<file path="src/hdl/assert_macros.svh">
// Assertion macros shared by the height-to-hue color RTL.
// Depends on nothing; files that assert include it after the timescale line.
`ifndef ASSERT_MACROS_SVH
`define ASSERT_MACROS_SVH

// Clocked assertion, disabled while reset is high.
`define ASSERT_CLK(label, clk, rst, prop, msg) \
   label: assert property (@(posedge clk) disable iff (rst) prop) else $error(msg);

// Clocked assertion that also holds during reset.
`define ASSERT_CLK_ALWAYS(label, clk, prop, msg) \
   label: assert property (@(posedge clk) prop) else $error(msg);

`endif

</file>
<file path="src/hdl/hthc_pkg.sv">
// Package for the height-to-hue color unit: register indexes, reset values,
// item kinds, hue sector codes and the fixed error color. No dependencies.
`timescale 1ns / 1ps

package hthc_pkg;

   localparam int COLOR_BITS_DEFAULT = 8;
   localparam int DIV_STEPS          = 16;

   // Register indexes on the csr port
   localparam logic [1:0] CSR_LOW_HEIGHT  = 2'd0;
   localparam logic [1:0] CSR_HIGH_HEIGHT = 2'd1;
   localparam logic [1:0] CSR_HUE_SCALE   = 2'd2;

   localparam logic [31:0] LOW_HEIGHT_RESET  = 32'hFFFF_0000;
   localparam logic [31:0] HIGH_HEIGHT_RESET = 32'h0001_0000;
   localparam logic [15:0] HUE_SCALE_RESET   = 16'd26214;

   typedef enum logic [1:0] {
      KIND_DIVIDE,
      KIND_ZERO,
      KIND_FULL,
      KIND_RANGE_ERROR
   } kind_type;

   // Hue sectors: full channel first, ramping channel second
   localparam logic [2:0] SECTOR_RED_GREEN  = 3'd0;
   localparam logic [2:0] SECTOR_GREEN_RED  = 3'd1;
   localparam logic [2:0] SECTOR_GREEN_BLUE = 3'd2;
   localparam logic [2:0] SECTOR_BLUE_GREEN = 3'd3;
   localparam logic [2:0] SECTOR_BLUE_RED   = 3'd4;
   localparam logic [2:0] SECTOR_RED_BLUE   = 3'd5;

   localparam logic [7:0] CHANNEL_FULL = 8'd255;
   localparam logic [7:0] CHANNEL_ZERO = 8'd0;
   localparam logic [7:0] CHANNEL_HALF = 8'd128;

endpackage

</file>
<file path="src/hdl/height_to_hue_color_unit.sv">
// Height-to-hue color unit: normalizes a Q16.16 height, maps it to a hue and
// converts the hue to 8-bit RGB. Depends on hthc_pkg and assert_macros.svh.
`timescale 1ns / 1ps
`include "assert_macros.svh"

// The unit takes one height transaction per clock while rsp_ready is high or
// an empty stage remains, and returns one color per height, in order. It has
// sixteen restoring divider stages (one quotient bit per stage) plus two
// front stages for range and clamp and four back stages for the hue multiply,
// sector split, ramp level and channel scaling. Each stage holds its item when
// the stage after it is full and cannot move on, so bubbles close up and a
// stalled result does not block input while empty stages remain. A zero height
// range returns pale red (255, 128, 128) with rsp_range_error set. Write the
// csr registers only while the unit holds no transaction.
module height_to_hue_color_unit
   import hthc_pkg::*;
#(
   parameter int COLOR_BITS = COLOR_BITS_DEFAULT
) (
   input  logic        clock,
   input  logic        reset,
   input  logic        req_valid,
   output logic        req_ready,
   input  logic [31:0] req_height,
   output logic        rsp_valid,
   input  logic        rsp_ready,
   output logic [7:0]  rsp_red,
   output logic [7:0]  rsp_green,
   output logic [7:0]  rsp_blue,
   output logic        rsp_range_error,
   input  logic        csr_write_enable,
   input  logic [1:0]  csr_index,
   input  logic [31:0] csr_write_data
);

   localparam int STG_RANGE  = 0;
   localparam int STG_DIV0   = 1;
   localparam int STG_MULT   = STG_DIV0 + DIV_STEPS + 1;
   localparam int STG_SECTOR = STG_MULT + 1;
   localparam int STG_LEVEL  = STG_SECTOR + 1;
   localparam int STG_COLOR  = STG_LEVEL + 1;
   localparam int NSTAGE     = STG_COLOR + 1;
   localparam int PW         = COLOR_BITS + 9;

   // ---------------- configuration registers ----------------
   logic [31:0] low_height_ff;
   logic [31:0] high_height_ff;
   logic [15:0] hue_scale_ff;

   always_ff @(posedge clock) begin
      if (reset) begin
         low_height_ff  <= LOW_HEIGHT_RESET;
         high_height_ff <= HIGH_HEIGHT_RESET;
         hue_scale_ff   <= HUE_SCALE_RESET;
      end else if (csr_write_enable) begin
         unique case (csr_index)
            CSR_LOW_HEIGHT:  low_height_ff  <= csr_write_data;
            CSR_HIGH_HEIGHT: high_height_ff <= csr_write_data;
            CSR_HUE_SCALE:   hue_scale_ff   <= csr_write_data[15:0];
            default: ;
         endcase
      end
   end

   // ---------------- stage handshake ----------------
   logic [NSTAGE-1:0] stage_valid_ff;
   logic [NSTAGE-1:0] stage_load;

   assign stage_load[NSTAGE-1] = !stage_valid_ff[NSTAGE-1] || rsp_ready;

   for (genvar i = 0; i < NSTAGE - 1; i++) begin : g_load
      assign stage_load[i] = !stage_valid_ff[i] || stage_load[i+1];
   end

   for (genvar i = 0; i < NSTAGE; i++) begin : g_valid
      logic valid_in;
      if (i == 0) begin : g_first
         assign valid_in = req_valid;
      end else begin : g_next
         assign valid_in = stage_valid_ff[i-1];
      end
      always_ff @(posedge clock) begin
         if (reset) begin
            stage_valid_ff[i] <= 1'b0;
         end else if (stage_load[i]) begin
            stage_valid_ff[i] <= valid_in;
         end
      end
   end

   assign req_ready = stage_load[0];
   assign rsp_valid = stage_valid_ff[NSTAGE-1];

   // ---------------- range: n = height - low, d = high - low ----------------
   logic signed [33:0] num_ff, num_in;
   logic signed [33:0] den_ff, den_in;

   assign num_in = {{2{req_height[31]}}, req_height}
                 - {{2{low_height_ff[31]}}, low_height_ff};
   assign den_in = {{2{high_height_ff[31]}}, high_height_ff}
                 - {{2{low_height_ff[31]}}, low_height_ff};

   always_ff @(posedge clock) begin
      if (stage_load[STG_RANGE]) begin
         num_ff <= num_in;
         den_ff <= den_in;
      end
   end

   // ---------------- sign fix and clamp, divider entry ----------------
   kind_type          div_kind_ff [0:DIV_STEPS];
   logic [31:0]       div_rem_ff  [0:DIV_STEPS];
   logic [31:0]       div_den_ff  [0:DIV_STEPS];
   logic [15:0]       div_quo_ff  [0:DIV_STEPS];

   logic signed [33:0] num_abs;
   logic signed [33:0] den_abs;
   kind_type           kind_in;

   always_comb begin
      if (den_ff < 0) begin
         num_abs = -num_ff;
         den_abs = -den_ff;
      end else begin
         num_abs = num_ff;
         den_abs = den_ff;
      end
      if (den_ff == 0) begin
         kind_in = KIND_RANGE_ERROR;
      end else if (num_abs <= 0) begin
         kind_in = KIND_ZERO;
      end else if (num_abs >= den_abs) begin
         kind_in = KIND_FULL;
      end else begin
         kind_in = KIND_DIVIDE;
      end
   end

   always_ff @(posedge clock) begin
      if (stage_load[STG_DIV0]) begin
         div_kind_ff[0] <= kind_in;
         div_rem_ff[0]  <= num_abs[31:0];
         div_den_ff[0]  <= den_abs[31:0];
         div_quo_ff[0]  <= 16'd0;
      end
   end

   // ---------------- restoring divider, one quotient bit per stage ----------------
   for (genvar k = 0; k < DIV_STEPS; k++) begin : g_div
      logic [33:0] trial;
      logic        fits;
      logic [31:0] rem_in;

      assign trial  = {1'b0, div_rem_ff[k], 1'b0} - {2'b00, div_den_ff[k]};
      assign fits   = !trial[33];
      assign rem_in = fits ? trial[31:0] : {div_rem_ff[k][30:0], 1'b0};

      always_ff @(posedge clock) begin
         if (stage_load[STG_DIV0 + 1 + k]) begin
            div_kind_ff[k+1] <= div_kind_ff[k];
            div_rem_ff[k+1]  <= rem_in;
            div_den_ff[k+1]  <= div_den_ff[k];
            div_quo_ff[k+1]  <= {div_quo_ff[k][14:0], fits};
         end
      end
   end

   // ---------------- hue = frac((1 - t) * scale) ----------------
   logic [16:0] norm_t;
   logic [16:0] inv_t;
   logic [32:0] hue_prod;
   logic [30:0] hue_ff;
   logic        mult_err_ff;

   always_comb begin
      case (div_kind_ff[DIV_STEPS])
         KIND_FULL:   norm_t = 17'h1_0000;
         KIND_DIVIDE: norm_t = {1'b0, div_quo_ff[DIV_STEPS]};
         default:     norm_t = 17'd0;
      endcase
   end

   assign inv_t    = 17'h1_0000 - norm_t;
   assign hue_prod = inv_t * hue_scale_ff;

   always_ff @(posedge clock) begin
      if (stage_load[STG_MULT]) begin
         hue_ff      <= hue_prod[30:0];
         mult_err_ff <= (div_kind_ff[DIV_STEPS] == KIND_RANGE_ERROR);
      end
   end

   // ---------------- hue * 6: sector and fraction ----------------
   logic [33:0] hue_six;
   logic [2:0]  sector_ff;
   logic [30:0] frac_ff;
   logic        sector_err_ff;

   assign hue_six = {1'b0, hue_ff, 2'b00} + {2'b00, hue_ff, 1'b0};

   always_ff @(posedge clock) begin
      if (stage_load[STG_SECTOR]) begin
         sector_ff     <= hue_six[33:31];
         frac_ff       <= hue_six[30:0];
         sector_err_ff <= mult_err_ff;
      end
   end

   // ---------------- ramp level, truncated to COLOR_BITS + 1 bits ----------------
   logic [31:0]         ramp_level;
   logic [COLOR_BITS:0] level_ff;
   logic [2:0]          level_sector_ff;
   logic                level_err_ff;

   // odd sectors ramp down
   assign ramp_level = sector_ff[0] ? (32'h8000_0000 - {1'b0, frac_ff}) : {1'b0, frac_ff};

   always_ff @(posedge clock) begin
      if (stage_load[STG_LEVEL]) begin
         level_ff        <= ramp_level[31 -: COLOR_BITS + 1];
         level_sector_ff <= sector_ff;
         level_err_ff    <= sector_err_ff;
      end
   end

   // ---------------- scale to 8 bits and pick channels ----------------
   logic [PW-1:0] level_wide;
   logic [PW-1:0] level_scaled;
   logic [7:0]    ramp8;
   logic [7:0]    red_in, green_in, blue_in;
   logic [7:0]    red_ff, green_ff, blue_ff;
   logic          err_ff;

   assign level_wide   = PW'(level_ff);
   assign level_scaled = (level_wide << 8) - level_wide + (PW'(1) << (COLOR_BITS - 1));
   assign ramp8        = level_scaled[COLOR_BITS + 7 : COLOR_BITS];

   always_comb begin
      red_in   = CHANNEL_ZERO;
      green_in = CHANNEL_ZERO;
      blue_in  = CHANNEL_ZERO;
      if (level_err_ff) begin
         red_in   = CHANNEL_FULL;
         green_in = CHANNEL_HALF;
         blue_in  = CHANNEL_HALF;
      end else begin
         unique case (level_sector_ff)
            SECTOR_RED_GREEN: begin
               red_in   = CHANNEL_FULL;
               green_in = ramp8;
            end
            SECTOR_GREEN_RED: begin
               red_in   = ramp8;
               green_in = CHANNEL_FULL;
            end
            SECTOR_GREEN_BLUE: begin
               green_in = CHANNEL_FULL;
               blue_in  = ramp8;
            end
            SECTOR_BLUE_GREEN: begin
               green_in = ramp8;
               blue_in  = CHANNEL_FULL;
            end
            SECTOR_BLUE_RED: begin
               red_in   = ramp8;
               blue_in  = CHANNEL_FULL;
            end
            default: begin
               red_in   = CHANNEL_FULL;
               blue_in  = ramp8;
            end
         endcase
      end
   end

   always_ff @(posedge clock) begin
      if (stage_load[STG_COLOR]) begin
         red_ff   <= red_in;
         green_ff <= green_in;
         blue_ff  <= blue_in;
         err_ff   <= level_err_ff;
      end
   end

   assign rsp_red         = red_ff;
   assign rsp_green       = green_ff;
   assign rsp_blue        = blue_ff;
   assign rsp_range_error = err_ff;

   // ---------------- assertions ----------------
   `ASSERT_CLK(a_accept_fills_front, clock, reset,
      req_valid && req_ready |=> stage_valid_ff[STG_RANGE],
      "accepted transaction did not enter the front stage")
   `ASSERT_CLK(a_sector_in_range, clock, reset,
      stage_valid_ff[STG_SECTOR] && !sector_err_ff |-> sector_ff <= SECTOR_RED_BLUE,
      "hue sector out of range")
   `ASSERT_CLK(a_error_color, clock, reset,
      rsp_valid && rsp_range_error |-> rsp_red == CHANNEL_FULL && rsp_green == CHANNEL_HALF
         && rsp_blue == CHANNEL_HALF,
      "range error without the default color")
   `ASSERT_CLK(a_hue_has_full_and_zero, clock, reset,
      rsp_valid && !rsp_range_error |->
         (rsp_red == CHANNEL_FULL || rsp_green == CHANNEL_FULL || rsp_blue == CHANNEL_FULL)
         && (rsp_red == CHANNEL_ZERO || rsp_green == CHANNEL_ZERO || rsp_blue == CHANNEL_ZERO),
      "hue color lacks a full or a zero channel")

endmodule
</file>
<file path="config.mk">
export PLATFORM = sky130hd
export DESIGN_NAME = height_to_hue_color_unit
export DESIGN_NICKNAME = d
export VERILOG_FILES = /design/src/hdl/hthc_pkg.sv /design/src/hdl/height_to_hue_color_unit.sv
export VERILOG_INCLUDE_DIRS = /design/src /design/src/hdl
export SDC_FILE = /design/constraint.sdc
export NUM_CORES = 2
export LEC_CHECK = 0
export BUFFER_PORTS_ARGS = -buffer_cell sky130_fd_sc_hd__buf_4
export CORE_UTILIZATION = 58
export CTS_CLUSTER_SIZE = 20
export DETAILED_ROUTE_END_ITERATION = 10
export PLACE_DENSITY_LB_ADDON = 0.3
export REMOVE_ABC_BUFFERS = 1
export SYNTH_ARGS = -nofsm -noshare
export SYNTH_HDL_FRONTEND = slang
export SYNTH_SLANG_ARGS = --single-unit
</file>
<file path="constraint.sdc">
create_clock -name clock -period 7.7 [get_ports clock]
set_clock_uncertainty 0.2 [all_clocks]
set_input_delay 0.385 -clock clock [delete_from_list [all_inputs] [get_ports clock]]
set_output_delay 0.385 -clock clock [all_outputs]
set_load 0.05 [all_outputs]
</file>
==> run_results.csv <==
group,metric,value,unit
status,outcome,"completed",
floorplan,initial_core_util,58.40,%
timing,min_period,7506,ps
synthesis,ys_async_sr_fraction,0,%
clock_tree,cts.sinks,1466,
clock_tree,tritoncts,"built",
finish,areaGrowthSynthToFinish,11.28,%
finish,stdcell_count,11048,
clock_tree,clk_latency,800,ps
finish,nNetsFinal,9876,
synthesis,synthFlopType,"edfxtp_1",
global_route,grt_first_pass_wirelength,323200,microns
synthesis,synth-seq-cells,1466,
detailed_routing,drtPass1Iterations,6,
setup_path,cp-start-kind,"register",
synthesis,avgSynthCellArea,10.67,sq um
setup_path,reg2regPathDepth,30,
finish,mostFrequentLayoutCells,"edfxtp_1, inv_1, nand2_1",
detailed_routing,drc,0,
finish,drive_gt1_share,8.613,%
floorplan,core,156200,sq um
synthesis,ys_top_cells_by_area,"edfxtp_1, ha_1, fa_1",
global_route,grt_max_degree,82,
worst_hold_path,hold_class,"in2reg",
clock_tree,numCtsBuffers,161,
clock_tree,cts.reportedPaths.clkPinSlew,60,ps
detailed_routing,wl_per_cell,18.00,microns
placed_design,place_ws,-280.3,ps
timing,fmaxAchievable,0.1332,GHz
timing,fin_ws,194.3,ps
setup_path,path_max_fanout,10,
floorplan,rows,145,
detailed_routing,drt-total-wl,198800,microns
synthesis,synth_top_area_cell,"edfxtp_1",
setup_path,critical_path_class,"reg2reg",
clock_tree,cts.path.max_buffers,3,
setup_path,cp-end-kind,"register",
setup_path,cp_common_cell,"fa_1",
timing,rsz0062_at_grt,"yes",
global_route,grt_antenna_before_repair,5,
detailed_routing,drtIter0Drc,4010,
timing,hold_violations,0,
setup_path,worstPathArrival,7840,ps
setup_path,worstPathRequired,8030,ps
floorplan,die_w,398.6,microns
timing,setup_viol,0,
job,drv_cap,0,
placed_design,dp_cells,10639,
floorplan,pin_count,98,
setup_path,reg2reg_slack,190,ps
setup_path,cp-startpoint,"div_kind_ff[16][1]",
synthesis,synth_area,91230,sq um
setup_path,reg2reg_from,"div_kind_ff[16][1]",
placed_design,place.gp.congestion,0.8978,
detailed_routing,num_vias,63763,
synthesis,synth_edf_count,1364,
detailed_routing,viasPerCell,5.771,
floorplan,dieArea,158900,sq um
synthesis,ys_warn_count,0,
detailed_routing,antenna_left,0,
placed_design,port_buffers,97,
global_route,overflow,0,
setup_path,rr_endpoint,"hue_ff[30]",
timing,slew_violations,0,
timing,worst_pin_slew,1086,ps
global_route,track_usage,25.08,%
placed_design,dp_hpwl,151400,microns
synthesis,synth.distinct_cells,108,
clock_tree,cts-root-buf,"clkbuf_16",
global_route,grt_pass1_vias,64099,
clock_tree,cts_htree_levels,4,
synthesis,synth.top_cell.area_share,44.90,%
setup_path,worst_path_max_delay_cell,"fa_2",
timing,fin_crit_sh,97.48,%
synthesis,syn_inst,8553,
setup_path,max_stage_delay,550,ps
setup_path,endpoint,"hue_ff[30]",
synthesis,synth-seq-area-share,47.14,%
floorplan,die_y,398.6,microns
finish,nFillCells,11850,
finish,design_area,101500,sq um
finish,final_common_cell,"edfxtp_1",
placed_design,placed_area,94800,sq um
timing,slew_headroom,27.59,%
-- worst min-delay path by stage --
stage,end,depth (start not counted),slack [ps],from
after floorplan,div_kind_ff[10][0],0,200,div_kind_ff[9][0]
after global placement,div_quo_ff[0][134],0,200,div_quo_ff[0][117]
after detailed placement,div_kind_ff[11][1],0,200,div_kind_ff[10][1]
after CTS,num_ff[29],5,10,req_height[29]
after global routing,hue_scale_ff[4],4,100,csr_write_enable
final,num_ff[29],5,70,req_height[29]
-- cells in the mapped netlist, drive strengths merged (13+ instances only) --
cell / n
nand3: 97
nor2b: 94
nand4: 58
a32oi: 19
edfxtp: 1364
nand3b: 20
mux2: 109
nor3: 94
a21o: 228
a21oi: 598
a211oi: 87
nor4: 33
buf: 61
xor2: 189
or3: 45
dfxtp: 102
nand2b: 153
inv: 959
o21ai: 550
o21a: 131
o31a: 27
or2: 38
and2: 181
xnor2: 349
a31oi: 42
a221o: 13
clkbuf: 141
and3: 78
ha: 724
or4: 16
o2111ai: 16
nand2: 835
o21bai: 41
nor2: 460
o22ai: 17
mux2i: 23
a211o: 42
fa: 225
a221oi: 13
o211ai: 20
o41ai: 24
o31ai: 85
-- sequential cells by signal, indices dropped and copies added, names as in the netlist, 3 cells and up --
name              flops
div_rem_ff          512
div_quo_ff          136
rsp_red               8
high_height_ff       32
frac_ff              30
g_valid.valid_in     21
div_den_ff          512
level_ff              9
div_kind_ff          34
low_height_ff        32
rsp_green             8
level_sector_ff       3
hue_ff               31
hue_scale_ff         16
den_ff               33
rsp_blue              8
num_ff               33
sector_ff             3
-- kinds of logic (layout without fill, tap and decap cells) --
kind of cell,count (synthesis),count (layout),synth area share (%)
xor+xnor,538,538,5.165
compound gates,2064,2064,14.44
other cells,1,5,0.004111
flops,1466,1466,47.14
mux,132,132,1.701
simple gates,2242,2242,11.75
fa+ha+maj,949,949,14.87
buf+inv,1161,1594,4.937
-- cell type report --
| type | instances | area, sq um | share of cell area (%) |
|---|---|---|---|
| Inverter | 959 | 3601 | 3.547 |
| Antenna cell | 4 | 10.01 | 0.009860 |
| Multi-Input combinational cell | 5926 | 44160 | 43.50 |
| Sequential cell | 1466 | 43000 | 42.36 |
| Tap cell | 2058 | 2575 | 2.537 |
| Clock buffer | 202 | 4287 | 4.223 |
| Clock inverter | 91 | 1006 | 0.9909 |
| Timing Repair Buffer | 342 | 2877 | 2.834 |
-- per-stage QoR --
stage | TNS, ps | hold slack, ps | utilization [%]
5_1_grt | -106.1 | 101.9 | 64.99
3_3_place_gp | -71.14 | 200.6 | 60.69
3_5_place_dp | -394.3 | 204.5 | 60.69
6_report | 0 | 72.78 | 64.99
2_1_floorplan | -134560 | 200.3 | -
4_1_cts | 0 | 14.20 | 64.77
-- layer usage --
layer	share of wire (%)	GRT usage [%]	vias to the layer above	wire length, microns
met5	0.0055	0	-	11
met4	4.2	10.71	2	8348
met3	4.0	2.939	441	7881
met2	51	44.93	1471	100500
met1	41	30.42	30750	82060
li1	-	-	31099	-
-- critical path, delay by kind of cell (launching register included) --
family                   cells  cell delay, ps
adder cells (fa/ha/maj)      8            3340
AO/OA/AOI/OAI               11            2090
XOR/XNOR                     1             130
flip-flops                   1             440
buffers and inverters        6             530
AND/OR/NAND/NOR              4             520
-- repair_timing --
action,CTS,global route
resized for setup,20,63
pin swaps,14,53
hold buffers,92,0
buffers inserted,9,11
setup endpoints to repair,5,7
endpoints found under the hold margin,118,0
Power is not shown: default switching activity piles up to over one toggle a cycle in this logic, so the estimate is an artifact.
